**src/hdl/bole_pkg.sv**
```systemverilog
// ----------------------------------------------------------------------------
// bole_pkg
// shared types and constants of the bounded ordered list engine
// ----------------------------------------------------------------------------
package bole_pkg;

    localparam int CAPACITY = 32;
    localparam int IDX_W    = (CAPACITY > 1) ? $clog2(CAPACITY) : 1;
    localparam int CNT_W    = $clog2(CAPACITY + 1);
    localparam int LOG_N    = IDX_W;

    localparam int VAL_W    = 32;
    localparam int OP_W     = 3;
    localparam int POS_W    = 5;
    localparam int COUNT_W  = 6;
    localparam int STATUS_W = 2;

    localparam logic [OP_W-1:0] OP_INS_FRONT = 3'd0;
    localparam logic [OP_W-1:0] OP_INS_ORD   = 3'd1;
    localparam logic [OP_W-1:0] OP_SEARCH    = 3'd2;
    localparam logic [OP_W-1:0] OP_REMOVE    = 3'd3;
    localparam logic [OP_W-1:0] OP_CLEAR     = 3'd4;

    localparam logic [STATUS_W-1:0] ST_DONE      = 2'd0;
    localparam logic [STATUS_W-1:0] ST_FULL      = 2'd1;
    localparam logic [STATUS_W-1:0] ST_NOT_FOUND = 2'd2;

    typedef struct packed {
        logic load_op;
        logic take_left;
        logic take_right;
    } cell_cmd_t;

    typedef struct packed {
        logic [STATUS_W-1:0] status;
        logic                is_empty;
        logic [COUNT_W-1:0]  element_count;
        logic [POS_W-1:0]    match_position;
        logic                found;
    } result_t;

endpackage

```
**src/hdl/bounded_ordered_list_engine.sv**
```systemverilog
// At the accept edge every cell compares its value with the operand in
// parallel. At the edge where the item fires, the first-hit logic picks
// the point of action, all cells shift or load at once, and the result
// item is written into the output register. The next item can be
// accepted after that, so only one item is in work at a time. The item
// fires only once the output register no longer holds a result that has
// not been taken, since the list cannot update until then.
// Capacity is set in the package.
// ----------------------------------------------------------------------------
// bounded_ordered_list_engine
// bounded list of signed values with insert, ordered insert, clear, search, remove
// ----------------------------------------------------------------------------
module bounded_ordered_list_engine
(
    input  logic        clk,
    input  logic        rst_n,
    input  logic        s_axis_tvalid,
    output logic        s_axis_tready,
    input  logic [31:0] s_axis_tdata,   // operand_value
    input  logic [2:0]  s_axis_tuser,   // opcode
    output logic        m_axis_tvalid,
    input  logic        m_axis_tready,
    output logic [15:0] m_axis_tdata    // found, match_position, element_count, is_empty, status
);

    localparam int N = bole_pkg::CAPACITY;

    logic                          busy_reg;
    logic [bole_pkg::OP_W-1:0]     op_reg;
    logic [bole_pkg::VAL_W-1:0]    operand_reg;
    logic                          out_valid_reg;
    bole_pkg::result_t             out_reg;
    logic                          s_fire;
    logic                          fire;
    logic [bole_pkg::VAL_W-1:0]    cell_value [N];
    logic [N-1:0]                  lt;
    logic [N-1:0]                  eq;
    bole_pkg::cell_cmd_t           cmd [N];
    bole_pkg::result_t             result;
    logic [bole_pkg::CNT_W-1:0]    count;

    assign s_axis_tready = !busy_reg;
    assign s_fire        = s_axis_tvalid && s_axis_tready;
    assign fire          = busy_reg && (!out_valid_reg || m_axis_tready);

    genvar g;
    generate
        for (g = 0; g < N; g++)
        begin : g_cell
            bole_cell u_cell
            (
                .clk         (clk),
                .capture     (s_fire),
                .cmp_value   (s_axis_tdata),
                .operand     (operand_reg),
                .left_value  ((g == 0) ? operand_reg : cell_value[(g == 0) ? 0 : g - 1]),
                .right_value ((g == N - 1) ? cell_value[g] : cell_value[(g == N - 1) ? g : g + 1]),
                .cmd         (cmd[g]),
                .value       (cell_value[g]),
                .lt          (lt[g]),
                .eq          (eq[g])
            );
        end
    endgenerate

    bole_ctrl u_ctrl
    (
        .clk    (clk),
        .rst_n  (rst_n),
        .fire   (fire),
        .op     (op_reg),
        .lt     (lt),
        .eq     (eq),
        .cmd    (cmd),
        .result (result),
        .count  (count)
    );

    always_ff @(posedge clk)
    begin
        if (s_fire)
        begin
            op_reg      <= s_axis_tuser;
            operand_reg <= s_axis_tdata;
        end
        if (fire)
        begin
            out_reg <= result;
        end
    end

    always_ff @(posedge clk or negedge rst_n)
    begin
        if (!rst_n)
        begin
            busy_reg      <= 1'b0;
            out_valid_reg <= 1'b0;
        end
        else
        begin
            if (s_fire)
            begin
                busy_reg <= 1'b1;
            end
            else if (fire)
            begin
                busy_reg <= 1'b0;
            end
            if (fire)
            begin
                out_valid_reg <= 1'b1;
            end
            else if (m_axis_tready)
            begin
                out_valid_reg <= 1'b0;
            end
        end
    end

    assign m_axis_tvalid = out_valid_reg;
    assign m_axis_tdata  = {1'b0, out_reg};

`ifndef SYNTHESIS
    a_count_bound: assert property (@(posedge clk) disable iff (!rst_n)
        count <= bole_pkg::CNT_W'(N))
        else $error("element count above capacity");

    a_busy_after_accept: assert property (@(posedge clk) disable iff (!rst_n)
        s_fire |=> !s_axis_tready)
        else $error("item accepted while previous still in work");

    a_found_done: assert property (@(posedge clk) disable iff (!rst_n)
        (m_axis_tvalid && out_reg.found) |-> (out_reg.status == bole_pkg::ST_DONE))
        else $error("found with fault status");

    a_empty_count: assert property (@(posedge clk) disable iff (!rst_n)
        m_axis_tvalid |-> (out_reg.is_empty == (out_reg.element_count == '0)))
        else $error("empty flag disagrees with count");
`endif

endmodule

```
**src/hdl/bole_cell.sv**
```systemverilog
// ----------------------------------------------------------------------------
// bole_cell
// one list slot: holds a value, compares it with the operand, shifts
// ----------------------------------------------------------------------------
module bole_cell
(
    input  logic                          clk,
    input  logic                          capture,
    input  logic [bole_pkg::VAL_W-1:0]    cmp_value,
    input  logic [bole_pkg::VAL_W-1:0]    operand,
    input  logic [bole_pkg::VAL_W-1:0]    left_value,
    input  logic [bole_pkg::VAL_W-1:0]    right_value,
    input  bole_pkg::cell_cmd_t           cmd,
    output logic [bole_pkg::VAL_W-1:0]    value,
    output logic                          lt,
    output logic                          eq
);

    logic [bole_pkg::VAL_W-1:0] value_reg;
    logic [bole_pkg::VAL_W-1:0] value_next;
    logic                       lt_reg;
    logic                       eq_reg;

    always_comb
    begin
        if (cmd.load_op)
        begin
            value_next = operand;
        end
        else if (cmd.take_left)
        begin
            value_next = left_value;
        end
        else if (cmd.take_right)
        begin
            value_next = right_value;
        end
        else
        begin
            value_next = value_reg;
        end
    end

    always_ff @(posedge clk)
    begin
        value_reg <= value_next;
        if (capture)
        begin
            lt_reg <= $signed(value_reg) < $signed(cmp_value);
            eq_reg <= value_reg == cmp_value;
        end
    end

    assign value = value_reg;
    assign lt    = lt_reg;
    assign eq    = eq_reg;

endmodule

```
**src/hdl/bole_ctrl.sv**
```systemverilog
// ----------------------------------------------------------------------------
// bole_ctrl
// element count, first-hit search over the cell flags and cell commands
// ----------------------------------------------------------------------------
module bole_ctrl
(
    input  logic                            clk,
    input  logic                            rst_n,
    input  logic                            fire,
    input  logic [bole_pkg::OP_W-1:0]       op,
    input  logic [bole_pkg::CAPACITY-1:0]   lt,
    input  logic [bole_pkg::CAPACITY-1:0]   eq,
    output bole_pkg::cell_cmd_t             cmd [bole_pkg::CAPACITY],
    output bole_pkg::result_t               result,
    output logic [bole_pkg::CNT_W-1:0]      count
);

    localparam int N = bole_pkg::CAPACITY;

    logic [bole_pkg::CNT_W-1:0] count_reg;
    logic [bole_pkg::CNT_W-1:0] count_next;
    logic [N-1:0]               occ;
    logic [N-1:0]               hit;
    logic [N-1:0]               pre [bole_pkg::LOG_N+1];
    logic [N-1:0]               past;
    logic [N-1:0]               here;
    logic [bole_pkg::IDX_W-1:0] idx;
    logic                       any;
    logic                       is_ins;
    logic                       is_look;
    logic                       full;
    logic                       apply_ins;
    logic                       apply_rem;
    logic                       found;

    assign is_ins  = (op == bole_pkg::OP_INS_FRONT) || (op == bole_pkg::OP_INS_ORD);
    assign is_look = (op == bole_pkg::OP_SEARCH) || (op == bole_pkg::OP_REMOVE);
    assign full    = count_reg == bole_pkg::CNT_W'(N);

    // hit flag per cell, first hit marks the point of action
    always_comb
    begin
        for (int i = 0; i < N; i++)
        begin
            occ[i] = bole_pkg::CNT_W'(i) < count_reg;
            case (op)
                bole_pkg::OP_INS_FRONT: hit[i] = 1'b1;
                bole_pkg::OP_INS_ORD:   hit[i] = !(lt[i] && occ[i]);
                bole_pkg::OP_SEARCH,
                bole_pkg::OP_REMOVE:    hit[i] = eq[i] && occ[i];
                default:                hit[i] = 1'b0;
            endcase
        end
    end

    // log-depth prefix or
    always_comb
    begin
        pre[0] = hit;
        for (int s = 0; s < bole_pkg::LOG_N; s++)
        begin
            for (int i = 0; i < N; i++)
            begin
                if (i >= (1 << s))
                begin
                    pre[s+1][i] = pre[s][i] | pre[s][i - (1 << s)];
                end
                else
                begin
                    pre[s+1][i] = pre[s][i];
                end
            end
        end
    end

    always_comb
    begin
        past[0] = 1'b0;
        for (int i = 1; i < N; i++)
        begin
            past[i] = pre[bole_pkg::LOG_N][i-1];
        end
        here = hit & ~past;
        any  = pre[bole_pkg::LOG_N][N-1];
        idx  = '0;
        for (int i = 0; i < N; i++)
        begin
            if (here[i])
            begin
                idx = idx | bole_pkg::IDX_W'(i);
            end
        end
    end

    assign apply_ins = is_ins && !full;
    assign apply_rem = (op == bole_pkg::OP_REMOVE) && any;
    assign found     = is_look && any;

    always_comb
    begin
        for (int i = 0; i < N; i++)
        begin
            cmd[i].load_op    = fire && apply_ins && here[i];
            cmd[i].take_left  = fire && apply_ins && past[i];
            cmd[i].take_right = fire && apply_rem && (here[i] || past[i]);
        end
    end

    always_comb
    begin
        count_next = count_reg;
        if (apply_ins)
        begin
            count_next = count_reg + 1'b1;
        end
        else if (apply_rem)
        begin
            count_next = count_reg - 1'b1;
        end
        else if (op == bole_pkg::OP_CLEAR)
        begin
            count_next = '0;
        end
    end

    always_ff @(posedge clk or negedge rst_n)
    begin
        if (!rst_n)
        begin
            count_reg <= '0;
        end
        else if (fire)
        begin
            count_reg <= count_next;
        end
    end

    always_comb
    begin
        result.found          = found;
        result.match_position = found ? bole_pkg::POS_W'(idx) : '0;
        result.element_count  = bole_pkg::COUNT_W'(count_next);
        result.is_empty       = count_next == '0;
        if (is_ins && full)
        begin
            result.status = bole_pkg::ST_FULL;
        end
        else if (is_look && !any)
        begin
            result.status = bole_pkg::ST_NOT_FOUND;
        end
        else
        begin
            result.status = bole_pkg::ST_DONE;
        end
    end

    assign count = count_reg;

endmodule

```
**config.mk**
```make
export PLATFORM = sky130hd
export DESIGN_NAME = bounded_ordered_list_engine
export DESIGN_NICKNAME = d
export VERILOG_FILES = /design/src/hdl/bole_pkg.sv /design/src/hdl/bounded_ordered_list_engine.sv /design/src/hdl/bole_cell.sv /design/src/hdl/bole_ctrl.sv
export SDC_FILE = /design/constraint.sdc
export NUM_CORES = 2
export LEC_CHECK = 0
export ABC_AREA = 1
export BUFFER_PORTS_ARGS = -buffer_cell sky130_fd_sc_hd__buf_2
export CAP_MARGIN = 10
export CORE_ASPECT_RATIO = 0.5
export CORE_MARGIN = 10
export CORE_UTILIZATION = 46
export DETAILED_ROUTE_END_ITERATION = 10
export GPL_TIMING_DRIVEN = 1
export SYNTH_ARGS = -nofsm -noshare
export SYNTH_HDL_FRONTEND = slang
export SYNTH_HIERARCHICAL = 1
export SYNTH_SLANG_ARGS = --single-unit
```
**constraint.sdc**
```tcl
create_clock -name clk -period 5.65 [get_ports clk]
set_clock_uncertainty 0.15 [all_clocks]
set_input_delay 1.695 -clock clk [delete_from_list [all_inputs] [get_ports clk]]
set_output_delay 1.695 -clock clk [all_outputs]
set_load 0.03 [all_outputs]
```
==> results.cfg <==
[clocking]
cts_tree = yes
clock_latency_ps = 780
cts_sinks = 1146
cts_setup_buffers = 0
cts_root_buffer = clkbuf_16
cts_buffers = 115
htree_levels = 3
clk_pin_slew_ps = 70
hold_buffers = 0
cts-resized-gates = 0
cts.path.max_buffers = 3

[sta]
max-slew-margin-rel = 0.310
fin_crit_ps = 5290
finalHoldViolations = 0
setup_tns_ps = 0
fin_crit_sh = 0.937
worst_slew_pin_slew_ps = 1040
max_freq_mhz = 189
setup_viol = 0
setup_ws_ps = 358
rsz0062_at_grt = false
maxSlewViolCount = 0

[placed_design]
post-place-cells = 13500
gp_congestion = 1.01
pre_cts_slack_ps = 682
hpwl_um = 241000
port_buffers = 55

[die]
die_h_um = 328
die_width_um = 636
core_sq_um = 187000
pin_count = 57
start_util = 0.465
rows = 112
dieArea_sq_um = 208000

[worst_setup_path]
worst_setup_path_start_kind = register
critical_path_required_ps = 5950
rr_endpoint = g_cell[12].u_cell/value[15]$_DFFE_PP_
crit_type = register to register
ff2ff_path_depth = 18
crit_fanout = 33
crit_path_end_kind = register
r2r_slack_ps = 360
arrival_ps = 5590
rr_startpoint = u_ctrl/count[1]$_DFFE_PN0P_

[grt]
grt_usage = 0.297
grt_first_pass_wirelength_um = 479000
grt_overflow = 0
grt_max_degree = 63
antenna_found_initial = 9
first_global_vias = 74900

[logic_synthesis]
yosysWarnings = 6
synthArstFlopShare = 0.00698
seq_area_frac_synth = 0.394
synth_cell_types = 40
synthCells = 11200
synth_top_area_frac = 0.392
synth_area_sq_um = 87200
synth_flop_cell = edfxtp_1
synth_top_area_cell = edfxtp_1
synth.area.top_cells = edfxtp_1 (39%), ha_1 (15%), a21oi_1 (14%)
synth-edff-count = 1138
avgSynthCellArea_sq_um = 7.82
synth_nets = 12200
synthTopCellsByCount = a21oi_1 (2484), nand2_1 (2318), nor2_1 (1428), inv_1 (1316), edfxtp_1 (1138)
synth_most_common_cell = a21oi_1
ys_seq_elements = 1146

[min_path]
min_path_type = register to register
min_delay_worst_endpoint = m_axis_tvalid$_DFFE_PN0P_
hp-start = busy_reg$_DFFE_PN0P_
min_path_cells = 2

[power_and_ir_drop]
ir_drop_mv = 0.260
p_leak_nw = 44.3
power-per-cell-area_nw_per_um2 = 268

[layout]
nets = 12100
area_growth_pct = 7.73
drive_gt1_frac = 0.0901
largest_reg_flops = 1024
fin_cells = 13700

[drt]
wl_um = 324000
route.detailed.drc = 0
avgViaCountPerCell = 5.79
wl_per_cell_um = 23.7
vias = 79200
drtPass1Iterations = 8
antenna_left = 0
drtIter0Drc = 9015

[run]
maxCapViolCount = 0

[status]
status = finished clean
==> cells in the final DEF, fill, tap and decap left out, types with 4 or more instances in the layout <==
cell type,instances
clkbuf_1,21
edfxtp_1,1138
and2_4,32
buf_4,215
and3b_1,32
nand4_1,50
buf_12,15
clkbuf_16,117
ha_1,1028
nand2_1,2318
bufinv_16,7
nor2_2,123
clkinv_1,26
nand2_2,107
xor2_1,5
nand3_1,181
nor2_1,1384
o21ai_0,84
a21o_1,32
nor2_4,40
dfrtp_1,8
buf_2,55
nand3_2,7
nand3b_1,4
nand4_4,32
nor3_1,43
o21a_2,32
inv_2,171
inv_1,1314
clkinvlp_4,9
clkinv_2,24
a21oi_1,2482
==> layout make-up <==
type                    instances  area, sq um
diodes                          3         7.51
clock buffers                 138         3010
clock inverters                70          551
fillers                     18200        93500
inverters                    1487         5580
multi-input cells            8037        45000
flip-flops and latches       1146        34400
well taps                    2508         3140
repair buffers                285         2190
==> report_power, final <==
part           internal, mW  switching (mW)
clock                  4.09            3.74
combinational          1.87            4.15
sequential             10.4           0.874
==> worst max path at each step <==
stage / startpoint / endpoint / cells past startpoint
finish: u_ctrl/count[1]$_DFFE_PN0P_ / g_cell[12].u_cell/value[15]$_DFFE_PP_ / 18
global placement: u_ctrl/count[1]$_DFFE_PN0P_ / g_cell[12].u_cell/value[15]$_DFFE_PP_ / 18
floorplan: m_axis_tready / g_cell[0].u_cell/value[0]$_DFFE_PP_ / 13
global route: u_ctrl/count[1]$_DFFE_PN0P_ / g_cell[12].u_cell/value[11]$_DFFE_PP_ / 18
detailed placement: u_ctrl/count[1]$_DFFE_PN0P_ / g_cell[12].u_cell/value[27]$_DFFE_PP_ / 18
CTS: u_ctrl/count[1]$_DFFE_PN0P_ / g_cell[12].u_cell/value[10]$_DFFE_PP_ / 18
==> metrics by stage <==
step	instance area, sq um	power (mW)	hold slack, ps	util
6_report	93900	25.1	339	0.501
5_1_grt	93900	26.2	371	0.501
4_1_cts	93900	25.0	342	0.501
3_5_place_dp	90300	17.3	333	0.482
3_3_place_gp	90300	17.1	323	0.482
2_1_floorplan	87200	15.0	368	-
==> worst max-delay path, cell delays in order (launching register included) <==
cell and delay [ps]:
dfrtp_1 470, inv_1 200, ha_1 380, inv_1 120, nand2_1 90, nand3_1 310, nand2_1 150, nand2_1 80
nor2_2 130, nand2_2 100, nor2_4 310, inv_1 150, nor2_1 730, nand2_1 220, nor2_2 140, buf_4 350
inv_1 390, nand2_1 200, buf_4 270
==> cell families after synthesis <==
kind of cell,synth area share
adder cells (fa/ha/maj),0.148
XOR/XNOR,0.000502
buffers and inverters,0.0904
AO/OA/AOI/OAI,0.154
AND/OR/NAND/NOR,0.213
other,0.0000862
flip-flops,0.394
==> per-layer routing <==
metal,share of wire,vias up,global-route usage
met1,0.42,37800,0.399
li1,-,36900,-
met3,0.097,814,0.0576
met4,0.046,8,0.117
met5,0.00019,-,0
met2,0.44,3665,0.473
Power figures use the tool's default switching activity.
